==> config.mk <==
export PLATFORM = sky130hd
export DESIGN_NAME = triac_phase_dimmer_with_thermal_trip
export DESIGN_NICKNAME = d
export VERILOG_FILES = /design/src/design/tpd_pkg.sv /design/src/design/tpd_cfg.sv /design/src/design/tpd_core.sv /design/src/design/tpd_out.sv /design/src/design/triac_phase_dimmer_with_thermal_trip.sv
export SDC_FILE = /design/constraint.sdc
export NUM_CORES = 1
export LEC_CHECK = 0
export ABC_AREA = 1
export BUFFER_PORTS_ARGS = -buffer_cell sky130_fd_sc_hd__buf_2
export CAP_MARGIN = 20
export CORE_ASPECT_RATIO = 1.75
export CORE_UTILIZATION = 59
export DETAILED_ROUTE_END_ITERATION = 10
export PLACE_DENSITY = 0.86
export SLEW_MARGIN = 30
export SYNTH_ARGS = -nofsm -noshare
export SYNTH_HDL_FRONTEND = slang
export SYNTH_SLANG_ARGS = --single-unit
==> constraint.sdc <==
create_clock -name i_clk -period 3.9 [get_ports i_clk]
set_input_delay 0.39 -clock i_clk [delete_from_list [all_inputs] [get_ports i_clk]]
set_output_delay 0.39 -clock i_clk [all_outputs]
set_load 0.01 [all_outputs]
==> src/design/tpd_pkg.sv <==
package tpd_pkg;

    localparam int PHASE_BITS = 8;
    localparam int ADDR_BITS  = 5;

    localparam logic [PHASE_BITS-1:0] PHASE_MAX = '1;

    typedef enum logic [1:0] {
        OP_ZERO_CROSS   = 2'd0,
        OP_PHASE_TICK   = 2'd1,
        OP_CONTROL_TICK = 2'd2
    } t_op;

    typedef enum logic [2:0] {
        REG_BRIGHT_HIGH      = 3'd0,
        REG_BRIGHT_LOW       = 3'd1,
        REG_TEMP_CHECK_LEVEL = 3'd2,
        REG_TEMP_TRIP_LEVEL  = 3'd3,
        REG_TRIP_COUNT       = 3'd4,
        REG_CHECK_LIMIT      = 3'd5,
        REG_AC_TIMEOUT       = 3'd6,
        REG_SEND_GAP         = 3'd7
    } t_reg_idx;

    typedef struct packed {
        logic [6:0] bright_high;
        logic [6:0] bright_low;
        logic [9:0] temp_check_level;
        logic [9:0] temp_trip_level;
        logic [4:0] trip_count;
        logic [5:0] check_limit;
        logic [4:0] ac_timeout;
        logic [8:0] send_gap;
    } t_cfg;

    typedef struct packed {
        logic       triac_on;
        logic       led_on;
        logic       send_off_code;
        logic [6:0] level;
        logic       tripped;
        logic       halted;
        logic       ac_present;
        logic       checking;
    } t_result;

    // Register reset values
    localparam logic [6:0] BRIGHT_HIGH_RST      = 7'd85;
    localparam logic [6:0] BRIGHT_LOW_RST       = 7'd5;
    localparam logic [9:0] TEMP_CHECK_LEVEL_RST = 10'd340;
    localparam logic [9:0] TEMP_TRIP_LEVEL_RST  = 10'd280;
    localparam logic [4:0] TRIP_COUNT_RST       = 5'd20;
    localparam logic [5:0] CHECK_LIMIT_RST      = 6'd40;
    localparam logic [4:0] AC_TIMEOUT_RST       = 5'd20;
    localparam logic [8:0] SEND_GAP_RST         = 9'd400;

    // Counter limits
    localparam logic [6:0] LEVEL_MAX      = 7'd127;
    localparam logic [6:0] LED_OFF_COUNT  = 7'd100;
    localparam logic [6:0] LED_COUNT_MAX  = 7'd105;
    localparam logic [8:0] SEND_COUNT_MAX = 9'd500;
    localparam logic [4:0] AC_COUNT_MAX   = 5'd31;
    localparam logic [5:0] TRIP_CNT_MAX   = 6'd63;
    localparam logic [6:0] CHECK_ITER_MAX = 7'd127;

endpackage

==> src/design/tpd_cfg.sv <==
module tpd_cfg (
    input  logic                         i_clk,
    input  logic                         i_rst_n,
    input  logic                         psel,
    input  logic                         penable,
    input  logic                         pwrite,
    input  logic [tpd_pkg::ADDR_BITS-1:0] paddr,
    input  logic [31:0]                  pwdata,
    output logic [31:0]                  prdata,
    output logic                         pready,
    output tpd_pkg::t_cfg                o_cfg
);

    tpd_pkg::t_cfg    r_cfg;
    tpd_pkg::t_reg_idx reg_idx;
    logic             wr_en;

    assign pready  = 1'b1;
    assign reg_idx = tpd_pkg::t_reg_idx'(paddr[4:2]);
    assign wr_en   = psel && penable && pwrite && pready;
    assign o_cfg   = r_cfg;

    always_ff @(posedge i_clk) begin
        if (!i_rst_n) begin
            r_cfg.bright_high      <= tpd_pkg::BRIGHT_HIGH_RST;
            r_cfg.bright_low       <= tpd_pkg::BRIGHT_LOW_RST;
            r_cfg.temp_check_level <= tpd_pkg::TEMP_CHECK_LEVEL_RST;
            r_cfg.temp_trip_level  <= tpd_pkg::TEMP_TRIP_LEVEL_RST;
            r_cfg.trip_count       <= tpd_pkg::TRIP_COUNT_RST;
            r_cfg.check_limit      <= tpd_pkg::CHECK_LIMIT_RST;
            r_cfg.ac_timeout       <= tpd_pkg::AC_TIMEOUT_RST;
            r_cfg.send_gap         <= tpd_pkg::SEND_GAP_RST;
        end else if (wr_en) begin
            unique case (reg_idx)
                tpd_pkg::REG_BRIGHT_HIGH:      r_cfg.bright_high      <= pwdata[6:0];
                tpd_pkg::REG_BRIGHT_LOW:       r_cfg.bright_low       <= pwdata[6:0];
                tpd_pkg::REG_TEMP_CHECK_LEVEL: r_cfg.temp_check_level <= pwdata[9:0];
                tpd_pkg::REG_TEMP_TRIP_LEVEL:  r_cfg.temp_trip_level  <= pwdata[9:0];
                tpd_pkg::REG_TRIP_COUNT:       r_cfg.trip_count       <= pwdata[4:0];
                tpd_pkg::REG_CHECK_LIMIT:      r_cfg.check_limit      <= pwdata[5:0];
                tpd_pkg::REG_AC_TIMEOUT:       r_cfg.ac_timeout       <= pwdata[4:0];
                tpd_pkg::REG_SEND_GAP:         r_cfg.send_gap         <= pwdata[8:0];
            endcase
        end
    end

    always_comb begin
        unique case (reg_idx)
            tpd_pkg::REG_BRIGHT_HIGH:      prdata = {25'd0, r_cfg.bright_high};
            tpd_pkg::REG_BRIGHT_LOW:       prdata = {25'd0, r_cfg.bright_low};
            tpd_pkg::REG_TEMP_CHECK_LEVEL: prdata = {22'd0, r_cfg.temp_check_level};
            tpd_pkg::REG_TEMP_TRIP_LEVEL:  prdata = {22'd0, r_cfg.temp_trip_level};
            tpd_pkg::REG_TRIP_COUNT:       prdata = {27'd0, r_cfg.trip_count};
            tpd_pkg::REG_CHECK_LIMIT:      prdata = {26'd0, r_cfg.check_limit};
            tpd_pkg::REG_AC_TIMEOUT:       prdata = {27'd0, r_cfg.ac_timeout};
            tpd_pkg::REG_SEND_GAP:         prdata = {23'd0, r_cfg.send_gap};
        endcase
    end

endmodule

==> src/design/tpd_core.sv <==
module tpd_core (
    input  logic              i_clk,
    input  logic              i_rst_n,
    input  logic              i_load,
    input  logic [1:0]        i_op,
    input  logic [9:0]        i_temp_a,
    input  logic [9:0]        i_temp_b,
    input  tpd_pkg::t_cfg     i_cfg,
    output tpd_pkg::t_result  o_result
);

    logic [6:0]                    r_ramp, n_ramp;
    logic                          r_ramp_up, n_ramp_up;
    logic [6:0]                    r_latched, n_latched;
    logic [tpd_pkg::PHASE_BITS-1:0] r_phase, n_phase;
    logic [4:0]                    r_ac, n_ac;
    logic [6:0]                    r_ledc, n_ledc;
    logic [8:0]                    r_send, n_send;
    logic [5:0]                    r_tc, n_tc;
    logic [6:0]                    r_ci, n_ci;
    logic                          r_trip, n_trip;
    logic                          r_check, n_check;
    logic                          r_halt, n_halt;
    logic                          r_gate, n_gate;
    logic                          r_led, n_led;

    logic                          send;
    logic                          finish;
    logic                          low_trip;
    logic                          low_check;
    logic [5:0]                    tc_up;
    logic [6:0]                    ci_up;
    logic [tpd_pkg::PHASE_BITS-1:0] ph_up;

    assign low_trip  = (i_temp_a < i_cfg.temp_trip_level) ||
                       (i_temp_b < i_cfg.temp_trip_level);
    assign low_check = (i_temp_a < i_cfg.temp_check_level) ||
                       (i_temp_b < i_cfg.temp_check_level);
    assign tc_up = (r_tc < tpd_pkg::TRIP_CNT_MAX)   ? r_tc + 6'd1 : r_tc;
    assign ci_up = (r_ci < tpd_pkg::CHECK_ITER_MAX) ? r_ci + 7'd1 : r_ci;
    assign ph_up = (r_phase < tpd_pkg::PHASE_MAX)
                 ? r_phase + tpd_pkg::PHASE_BITS'(1) : r_phase;

    always_comb begin
        n_ramp    = r_ramp;
        n_ramp_up = r_ramp_up;
        n_latched = r_latched;
        n_phase   = r_phase;
        n_ac      = r_ac;
        n_ledc    = r_ledc;
        n_send    = r_send;
        n_tc      = r_tc;
        n_ci      = r_ci;
        n_trip    = r_trip;
        n_check   = r_check;
        n_halt    = r_halt;
        n_gate    = r_gate;
        n_led     = r_led;
        send      = 1'b0;
        finish    = 1'b0;

        unique case (i_op)
            tpd_pkg::OP_ZERO_CROSS: begin
                if (!r_halt) begin
                    n_ac      = '0;
                    n_gate    = 1'b0;
                    n_latched = r_ramp;
                    n_phase   = '0;
                end
            end
            tpd_pkg::OP_PHASE_TICK: begin
                if (!r_halt) begin
                    n_phase = ph_up;
                    if (ph_up > tpd_pkg::PHASE_BITS'(r_latched)) begin
                        n_gate = 1'b1;
                    end
                end
            end
            tpd_pkg::OP_CONTROL_TICK: begin
                if (r_check) begin
                    // one check iteration
                    if (low_trip && (tc_up > {1'b0, i_cfg.trip_count})) begin
                        n_tc   = '0;
                        n_trip = 1'b1;
                        finish = 1'b1;
                    end else if (!low_trip && (r_tc == 6'd0)) begin
                        finish = 1'b1;
                    end else begin
                        n_tc = low_trip ? tc_up : r_tc - 6'd1;
                        if (ci_up > {1'b0, i_cfg.check_limit}) begin
                            n_ci   = '0;
                            finish = 1'b1;
                        end else begin
                            n_ci = ci_up;
                        end
                    end
                    if (finish) begin
                        n_check = 1'b0;
                    end
                end else if (r_ramp > i_cfg.bright_high) begin
                    n_ramp_up = 1'b0;
                    if (low_check) begin
                        n_check = 1'b1;
                    end else begin
                        finish = 1'b1;
                    end
                end else begin
                    if (r_ramp < i_cfg.bright_low) begin
                        n_ramp_up = 1'b1;
                    end
                    finish = 1'b1;
                end
            end
            default: begin
            end
        endcase

        if (finish) begin
            // ramp step, saturating at both ends
            if (n_ramp_up) begin
                if (r_ramp < tpd_pkg::LEVEL_MAX) n_ramp = r_ramp + 7'd1;
            end else begin
                if (r_ramp > 7'd0) n_ramp = r_ramp - 7'd1;
            end
            // power-down
            if (n_trip && (r_send > i_cfg.send_gap) && (r_ac <= i_cfg.ac_timeout)) begin
                n_gate = 1'b0;
                n_halt = 1'b1;
                send   = 1'b1;
                n_send = '0;
                n_led  = 1'b1;
                n_ledc = '0;
            end
            if (n_ledc == tpd_pkg::LED_OFF_COUNT) n_led = 1'b0;
            if (n_ledc < tpd_pkg::LED_COUNT_MAX)  n_ledc = n_ledc + 7'd1;
            if (n_send < tpd_pkg::SEND_COUNT_MAX) n_send = n_send + 9'd1;
            if (r_ac < tpd_pkg::AC_COUNT_MAX)     n_ac = r_ac + 5'd1;
        end
    end

    always_ff @(posedge i_clk) begin
        if (!i_rst_n) begin
            r_ramp    <= '0;
            r_ramp_up <= 1'b1;
            r_latched <= '0;
            r_phase   <= '0;
            r_ac      <= '0;
            r_ledc    <= tpd_pkg::LED_COUNT_MAX;
            r_send    <= tpd_pkg::SEND_COUNT_MAX;
            r_tc      <= '0;
            r_ci      <= '0;
            r_trip    <= 1'b0;
            r_check   <= 1'b0;
            r_halt    <= 1'b0;
            r_gate    <= 1'b0;
            r_led     <= 1'b0;
        end else if (i_load) begin
            r_ramp    <= n_ramp;
            r_ramp_up <= n_ramp_up;
            r_latched <= n_latched;
            r_phase   <= n_phase;
            r_ac      <= n_ac;
            r_ledc    <= n_ledc;
            r_send    <= n_send;
            r_tc      <= n_tc;
            r_ci      <= n_ci;
            r_trip    <= n_trip;
            r_check   <= n_check;
            r_halt    <= n_halt;
            r_gate    <= n_gate;
            r_led     <= n_led;
        end
    end

    always_comb begin
        o_result.triac_on      = n_gate;
        o_result.led_on        = n_led;
        o_result.send_off_code = send;
        o_result.level         = n_ramp;
        o_result.tripped       = n_trip;
        o_result.halted        = n_halt;
        o_result.ac_present    = (n_ac <= i_cfg.ac_timeout);
        o_result.checking      = n_check;
    end

endmodule

==> src/design/tpd_out.sv <==
module tpd_out (
    input  logic              i_clk,
    input  logic              i_rst_n,
    input  logic              i_load,
    input  tpd_pkg::t_result  i_result,
    input  logic              i_out_ready,
    output logic              o_out_valid,
    output tpd_pkg::t_result  o_result,
    output logic              o_space
);

    logic             r_valid;
    tpd_pkg::t_result r_result;

    // free when empty or when the held word leaves this cycle
    assign o_space     = !r_valid || i_out_ready;
    assign o_out_valid = r_valid;
    assign o_result    = r_result;

    always_ff @(posedge i_clk) begin
        if (!i_rst_n) begin
            r_valid <= 1'b0;
        end else if (o_space) begin
            r_valid <= i_load;
        end
    end

    always_ff @(posedge i_clk) begin
        if (i_load) begin
            r_result <= i_result;
        end
    end

endmodule

==> src/design/triac_phase_dimmer_with_thermal_trip.sv <==
// Phase-angle triac dimmer with over-temperature trip.
// Input channel (i_in_valid / o_in_ready): one word per item, i_op selects a
//   zero-cross event, a phase timer tick or a control tick; i_temp_a and
//   i_temp_b carry the two temperature samples used by control ticks.
// Output channel (o_out_valid / i_out_ready): exactly one word per input word,
//   the gate, LED, level and status flags as they stand after that item, plus
//   the off-code request raised by a power-down.
// The state update is one short combinational pass from the state registers
//   into the result register. Throughput is one word per cycle while the
//   receiver takes words, set by that single register stage.
// When the receiver stalls, the result register holds its word and input is
//   taken again in the same cycle that word leaves, so a stall costs nothing
//   beyond its own length.
// Reset (i_rst_n low, synchronous) empties the output, restores the state and
//   configuration registers to their defaults and clears trip and halt latches.
// Registers sit at byte address 4*index on the APB port; write them only while
//   the block is idle.
module triac_phase_dimmer_with_thermal_trip (
    input  logic                         i_clk,
    input  logic                         i_rst_n,
    // input channel
    input  logic                         i_in_valid,
    output logic                         o_in_ready,
    input  logic [1:0]                   i_op,
    input  logic [9:0]                   i_temp_a,
    input  logic [9:0]                   i_temp_b,
    // output channel
    output logic                         o_out_valid,
    input  logic                         i_out_ready,
    output logic                         o_triac_on,
    output logic                         o_led_on,
    output logic                         o_send_off_code,
    output logic [6:0]                   o_level,
    output logic                         o_tripped,
    output logic                         o_halted,
    output logic                         o_ac_present,
    output logic                         o_checking,
    // configuration
    input  logic                         psel,
    input  logic                         penable,
    input  logic                         pwrite,
    input  logic [tpd_pkg::ADDR_BITS-1:0] paddr,
    input  logic [31:0]                  pwdata,
    output logic [31:0]                  prdata,
    output logic                         pready
);

    tpd_pkg::t_cfg    cfg;
    tpd_pkg::t_result core_result;
    tpd_pkg::t_result out_result;
    logic             space;
    logic             accept;

    // take a word whenever the result register can absorb its result
    assign o_in_ready = space;
    assign accept     = i_in_valid && space;

    tpd_cfg u_cfg (
        .i_clk   (i_clk),
        .i_rst_n (i_rst_n),
        .psel    (psel),
        .penable (penable),
        .pwrite  (pwrite),
        .paddr   (paddr),
        .pwdata  (pwdata),
        .prdata  (prdata),
        .pready  (pready),
        .o_cfg   (cfg)
    );

    // state registers and the single-pass update
    tpd_core u_core (
        .i_clk    (i_clk),
        .i_rst_n  (i_rst_n),
        .i_load   (accept),
        .i_op     (i_op),
        .i_temp_a (i_temp_a),
        .i_temp_b (i_temp_b),
        .i_cfg    (cfg),
        .o_result (core_result)
    );

    // result register parting the two channels
    tpd_out u_out (
        .i_clk       (i_clk),
        .i_rst_n     (i_rst_n),
        .i_load      (accept),
        .i_result    (core_result),
        .i_out_ready (i_out_ready),
        .o_out_valid (o_out_valid),
        .o_result    (out_result),
        .o_space     (space)
    );

    assign o_triac_on      = out_result.triac_on;
    assign o_led_on        = out_result.led_on;
    assign o_send_off_code = out_result.send_off_code;
    assign o_level         = out_result.level;
    assign o_tripped       = out_result.tripped;
    assign o_halted        = out_result.halted;
    assign o_ac_present    = out_result.ac_present;
    assign o_checking      = out_result.checking;

endmodule

==> results of run 1 <==
[stage by stage]
stage,power (mW),setup WS (ps)
6_report,3.473,231.9
5_1_grt,3.595,-39.17
4_1_cts,3.472,40.08
3_5_place_dp,1.862,54.84
3_3_place_gp,1.850,209.3
2_1_floorplan,1.757,427.9
[power by group through the flow]
stage	registers [mW]	clock network, mW	logic (mW)
6_report	1.46	1.63	0.380
3_5_place_dp	1.49	0	0.367
4_1_cts	1.46	1.64	0.373
3_3_place_gp	1.49	0	0.356
2_1_floorplan	1.49	0	0.263
5_1_grt	1.47	1.70	0.425
[worst paths after layout]
check / from / to / slack, ps / cells past startpoint
worst max-delay path: u_core.r_tc[0] / u_out.o_result[1] / 230 / 28
worst min-delay path: pwdata[7] / u_cfg.o_cfg[7] / 210 / 3
worst max register to register: u_core.r_tc[0] / u_out.o_result[1] / 230 / 28
worst min register to register: u_core.r_phase[7] / u_core.r_phase[7] / 470 / 2
[synthesized netlist by cell type, types with 3 or more instances]
cell type,count,area (µm²)
nand2_1,211,792.0
o2111ai_1,4,35.03
ha_1,95,1189
a221oi_1,7,61.31
o22ai_1,15,93.84
clkbuf_1,16,60.06
a211oi_1,4,30.03
inv_1,175,656.9
a21o_1,3,22.52
nand3_2,7,70.07
o21ai_0,111,555.5
nor2_4,6,67.56
edfxtp_1,14,420.4
o21ai_2,4,35.03
xnor2_1,5,43.79
nand3_1,59,295.3
o21a_1,3,22.52
o21ai_1,7,35.03
buf_2,4,20.02
buf_6,6,67.56
nor3_2,3,30.03
inv_4,3,18.77
o211ai_1,21,157.7
nor2_1,69,259.0
a21oi_1,134,670.6
dfxtp_1,122,2442
inv_2,5,18.77
buf_4,26,195.2
xor2_1,16,140.1
nand4_1,9,56.30
nand2_2,11,68.82
nor3_1,18,90.09
nor2_2,6,37.54
[layer usage]
| metal | vias to the layer above | global-route usage [%] | share of wire (%) | routed length, µm |
|---|---|---|---|---|
| met1 | 3924 | 31.54 | 36 | 8336 |
| li1 | 4257 | - | - | - |
| met4 | 0 | 22.52 | 6.8 | 1580 |
| met5 | - | 0 | 0 | 0 |
| met2 | 353 | 52.83 | 51 | 11680 |
| met3 | 115 | 5.449 | 6.5 | 1501 |
[worst min-delay path, stage by stage]
cell	delay (ps)
buf_2	100
a21oi_1	60
o21ai_0	60
[state kept, by name, summed over array words and instances (netlist names)]
signal	count
u_core.r_trip	1
u_core.r_phase	8
u_cfg.o_cfg	59
u_core.r_ramp	7
u_core.r_led	1
u_out.o_result	14
u_core.r_tc	6
u_core.r_send	9
u_core.r_check	1
u_out.o_out_valid	1
u_core.r_halt	1
u_core.r_ac	5
u_core.r_ci	7
u_core.r_latched	7
u_core.r_ledc	7
u_core.r_ramp_up	1
u_core.r_gate	1
[layout make-up]
class | count | area (µm²)
well taps | 183 | 229.0
clock buffers | 19 | 452.9
flip-flops and latches | 136 | 2864
multi-input cells | 880 | 5229
fillers | 1262 | 4872
inverters | 185 | 704.4
repair buffers | 78 | 417.9
clock inverters | 13 | 142.6
[cell families (layout without fill, tap and decap cells)]
| group | Yosys count | in the layout | synth area share [%] |
|---|---|---|---|
| simple gates | 409 | 409 | 20.75 |
| xor+xnor | 21 | 21 | 2.029 |
| flops | 136 | 136 | 31.59 |
| compound gates | 332 | 332 | 20.74 |
| other cells | 2 | 23 | 0.08287 |
| buf+inv | 238 | 295 | 11.69 |
| fa+ha+maj | 95 | 95 | 13.12 |
[repair_timing]
action | CTS | global route
buffers inserted | 0 | 2
gates resized for setup | 1 | 4
pin swaps | 0 | 1
endpoints found under the setup margin | 1 | 3
==> reports/results.ini, run 1 <==
[outcome]
status = finished, final reports clean

[floorplanning]
pin_count = 115
core_um2 = 14910
fp.dieW_um = 95.69
initial_core_util_pct = 60.77
die-area_um2 = 15880
rows = 59
fp.dieH_um = 166.0

[route]
wl_per_cell_um = 15.46
drt-total-wl_um = 23100
via_count = 8649
drt-initial-drc-count = 532
viasPerCell = 5.789
drtAntennaViolNets = 0
drc_errors = 0
first_pass_iters = 5

[clocking]
worstSkewPairLatency_ps = 430
cts_hold_buf = 0
cts.sinks = 136
clockBufferDepth = 2
root_buffer = clkbuf_16
cts_buffers = 17
cts_tree = done
clkTransAtPathRegs_ps = 60
cts.htree.levels = 4

[logic_synthesis]
async_reset_ff_share_pct = 0
ys_ff_latch = 136
netlist_instances = 1233
synth_cell_types = 56
yosys_warnings = 0
ys.flop_type = dfxtp_1
ys_seq_area_share_pct = 31.59
synth_edf_count = 14
avgSynthCellArea_um2 = 7.350
syn_area_um2 = 9062

[placement]
port_buffers = 67
postPlaceCellArea_um2 = 9415
dp_hpwl_um = 16830
gp_congestion = 0.9034
dpl.cell_count = 1460

[grt]
grt_max_degree = 69
antenna_found_initial = 0
grt_pass1_vias = 8280
overflow = 0
grt_use_total_pct = 30.43
grt_pass1_wl_um = 37820

[final_layout]
final_area_um2 = 10040
antenna_cells = 0
nets = 1459
area_growth_pct = 10.78
final_util_pct = 67.33
drive_above_1_share_pct = 12.81
layout.cells.non_filler = 1494
final_cell_mix = 210 x nand2_1, 175 x inv_1, 134 x a21oi_1
final_common_cell = nand2_1

[setup_path]
cp_slowest_stage_delay_ps = 360
critPathLaunchType = register
cp.required_ps = 4050
crit_family = simple AND/OR/NAND/NOR gates
worstPathArrival_ps = 3820
cp_common_cell = nand2_1
cp_max_fo = 6
worstSetupEndpointType = register
path_class = reg2reg
path_buf_inv = 4
critPathSlowestCell = dfxtp_2

[pwr]
p_sw_uw = 920.0
internal_power_mw = 2.553
power_density_nw_per_um2 = 345.9
clkPwrFrac_pct = 46.9
ir_drop_v = 0.0003239
pwr-share-comb_pct = 10.9
seq_power_share_pct = 42.2
switching_share_pct = 26.49
static-leakage-power_nw = 4.749

[timing]
hold_slack_ps = 214.6
setup_tns_ps = 0
period_needed_ps = 3668
finalSetupViolCount = 0
period_share_pct = 94.06
tightest_slew_ps = 824.7
fin_worst_skew_ps = 8.980
hold_viol = 0
relSlewSlack_pct = 44.59
fmax_ghz = 0.2726
drv_slew = 0

[run]
drv_cap = 0

[min_path]
worstHoldPathType = in2reg

Power figures use the tool's default switching activity.
==> run 2: changes to the inputs <==
- ABC_AREA: 1 -> 0
==> reports/results.ini, run 2 <==
[outcome]
status = finished with violations
violations = negative setup slack

[final_layout]
area_growth_pct = 15.25
layout.cells.non_filler = 1414
final_cell_mix = 119 x dfxtp_1, 117 x nand2_1, 109 x nor2_1
n_fill_cell = 1114
final_area_um2 = 10540
multi_input_area_um2 = 5759
largest_register_ffs = 59
drive_above_1_share_pct = 16.02
final_util_pct = 70.31
nets = 1378
final_common_cell = dfxtp_1
seqCellArea_um2 = 2867

[logic_synthesis]
synthMuxAreaShare_pct = 5.693
syn_area_um2 = 9143
synth-simple-area-share_pct = 20.25
avgSynthCellArea_um2 = 8.055
ys_seq_area_share_pct = 31.31
ys.flop_type = dfxtp_1
synth_common_cells = 122 x dfxtp_1, 118 x nand2_1, 110 x nor2_1, 95 x ha_1, 79 x inv_1
synth_cell_types = 74
synth.most_common_cell = dfxtp_1
ys_ff_latch = 136
synth_xor_area_share_pct = 0.8622
synth_largest_area_cell = dfxtp_1
synthAdderAreaFrac_pct = 13.00
ys_top_cells_by_area = dfxtp_1 27%, ha_1 13%, nand2_1 4.8%
netlist_instances = 1135
synth_compound_area_share_pct = 21.10
netlist.area_leader.share_pct = 26.71
synth_top_family_by_area = compound AO/OA/AOI/OAI gates
yosys_warnings = 0
async_reset_ff_share_pct = 0
synth_edf_count = 14

[setup_path]
critPathLaunchType = register
path_buf_inv = 1
critPathSlowestCell = a21oi_1
crit_chain = and3_4 -> and3_4 -> buf_4 -> nor2_1 -> a21oi_1 -> ha_1 -> nand3_2 -> a21oi_1 -> o31ai_2 -> nand4_1 -> a21o_1 -> o211a_1 -> and2_4 -> nand2_2 -> o21ai_2 -> ha_1 -> nor2b_4 -> o21ai_1 -> nand2b_1 -> a21oi_1 -> nor2b_1 -> o22ai_1
path_class = reg2reg
cp_max_fo = 4
rr_worst_depth = 22
r2r_start = u_core.r_ci[2]
crit_family = compound AO/OA/AOI/OAI gates
worstPathArrival_ps = 4400
cp.required_ps = 4170
cp_common_cell = a21oi_1
crit_path_start = u_core.r_ci[2]
worst-path-stages = 22
cp_slowest_stage_delay_ps = 360
worstSetupEndpointType = register

[timing]
period_share_pct = 105.7
hold_viol = 0
tightest_slew_ps = 1031
fin_worst_skew_ps = 11.34
period_needed_ps = 4121
finalSetupViolCount = 1
drv_slew = 0
finalWorstSetupSlack_ps = -221.1
relSlewSlack_pct = 30.52
rsz0062_at_grt = yes
fmax_ghz = 0.2427

[clocking]
cts_hold_buf = 0
cts.htree.levels = 4
root_buffer = clkbuf_16
worstSkewPairLatency_ps = 430
cts_tree = done
cts.sinks = 136
clockBufferDepth = 2
clkTransAtPathRegs_ps = 60
cts_buffers = 17

[grt]
overflow = 0
antenna_found_initial = 1
grt_pass1_vias = 8924
grt_use_total_pct = 34.21
grt_pass1_wl_um = 42160
grt_max_degree = 57

[route]
viasPerCell = 6.393
drt-initial-drc-count = 676
via_count = 9039
first_pass_iters = 7
drt-total-wl_um = 27260
drtAntennaViolNets = 0
drc_errors = 0
wl_per_cell_um = 19.28

[placement]
port_buffers = 67
gp_congestion = 0.9900
postPlaceCellArea_um2 = 9756
dp_hpwl_um = 18800
dpl.cell_count = 1373

[pwr]
pwr-share-comb_pct = 11.1
clkPwrFrac_pct = 48.4
ir_drop_v = 0.0002660
power_density_nw_per_um2 = 340.3
seq_power_share_pct = 40.6
p_sw_uw = 914.4
static-leakage-power_nw = 4.472
internal_power_mw = 2.672
switching_share_pct = 25.50

[min_path]
hp-start = i_in_valid
worstHoldPathType = in2reg
holdPathStages = 3

[run]
drv_cap = 0

[floorplanning]
initial_core_util_pct = 61.01
rows = 59
fp.dieW_um = 96.10
core_um2 = 14990
die-area_um2 = 16020
fp.dieH_um = 166.7
pin_count = 115

[run 2: cell types whose count changed after synthesis, sizes merged, moves of 22 or more]
cell / previous run / this run
a21oi: 136 / 79
clkbuf: 16 / 40
inv: 183 / 81
mux2i: 0 / 43
nand2: 224 / 119
nand3: 67 / 45
nor2: 81 / 110
o21ai: 122 / 56
[run 2: what timing repair did]
action / in CTS / in global routing
pin swaps: 4 / 18
buffers inserted: 0 / 8
endpoints found under the hold margin: 0 / 0
gates resized for setup: 5 / 16
setup endpoints to repair: 1 / 5
[run 2: worst paths after layout]
check             slack (ps)                  end
setup reg to reg        -220    u_out.o_result[1]
setup / recovery        -220    u_out.o_result[1]
hold reg to reg          460  u_core.r_latched[1]
hold / removal           210    u_out.o_out_valid
[run 2: routing by layer]
| layer | up-vias | global-route usage [%] | part of all wire (%) |
|---|---|---|---|
| li1 | 4177 | - | - |
| met1 | 4170 | 31.74 | 34 |
| met2 | 494 | 58.68 | 49 |
| met3 | 198 | 9.909 | 7.6 |
| met4 | 0 | 29.53 | 9.5 |
| met5 | - | 0 | 0 |
[run 2: power by group through the flow]
stage	registers, mW	logic [mW]	clock network [mW]
after floorplan	1.49	0.258	0
after global placement	1.48	0.362	0
after detailed placement	1.48	0.371	0
after CTS	1.45	0.379	1.73
after global routing	1.46	0.431	1.79
final	1.45	0.397	1.73
[run 2: worst register-to-register path: cells and delay by family (launching register included)]
kind / cells / cell delay, ps
AO/OA/AOI/OAI: 9 / 1670
AND/OR/NAND/NOR: 10 / 1190
adder cells (fa/ha/maj): 2 / 650
flip-flops: 1 / 330
buffers and inverters: 1 / 120
[run 2: final cells by class]
| cell class | instances | share of cell area, % |
|---|---|---|
| clock inverter | 11 | 1.330 |
| timing repair buffer | 119 | 7.006 |
| antenna | 1 | 0.02375 |
| tap | 183 | 2.173 |
| inverter | 82 | 2.921 |
| sequential | 136 | 27.21 |
| clock buffer | 21 | 4.679 |
| multi-input combinational | 861 | 54.66 |
[run 2: cells by family (layout without fill, tap and decap cells)]
group,count (synthesis),in the layout
adder cells (fa/ha/maj),95,95
other,2,24
AO/OA/AOI/OAI,290,290
multiplexers,49,49
flip-flops,136,136
XOR/XNOR,9,9
buffers and inverters,159,233
AND/OR/NAND/NOR,395,395
[run 2: through the flow]
stage / hold WS (ps) / setup TNS [ps] / power [mW] / setup WS, ps
floorplan: 436.3 / 0 / 1.743 / 12.13
global placement: 445.3 / 0 / 1.845 / 15.77
detailed placement: 452.4 / -74.87 / 1.855 / -74.87
CTS: 210.3 / 0 / 3.567 / 9.713
global route: 215.4 / -1400 / 3.681 / -596.7
finish: 205.1 / -221.1 / 3.586 / -221.1
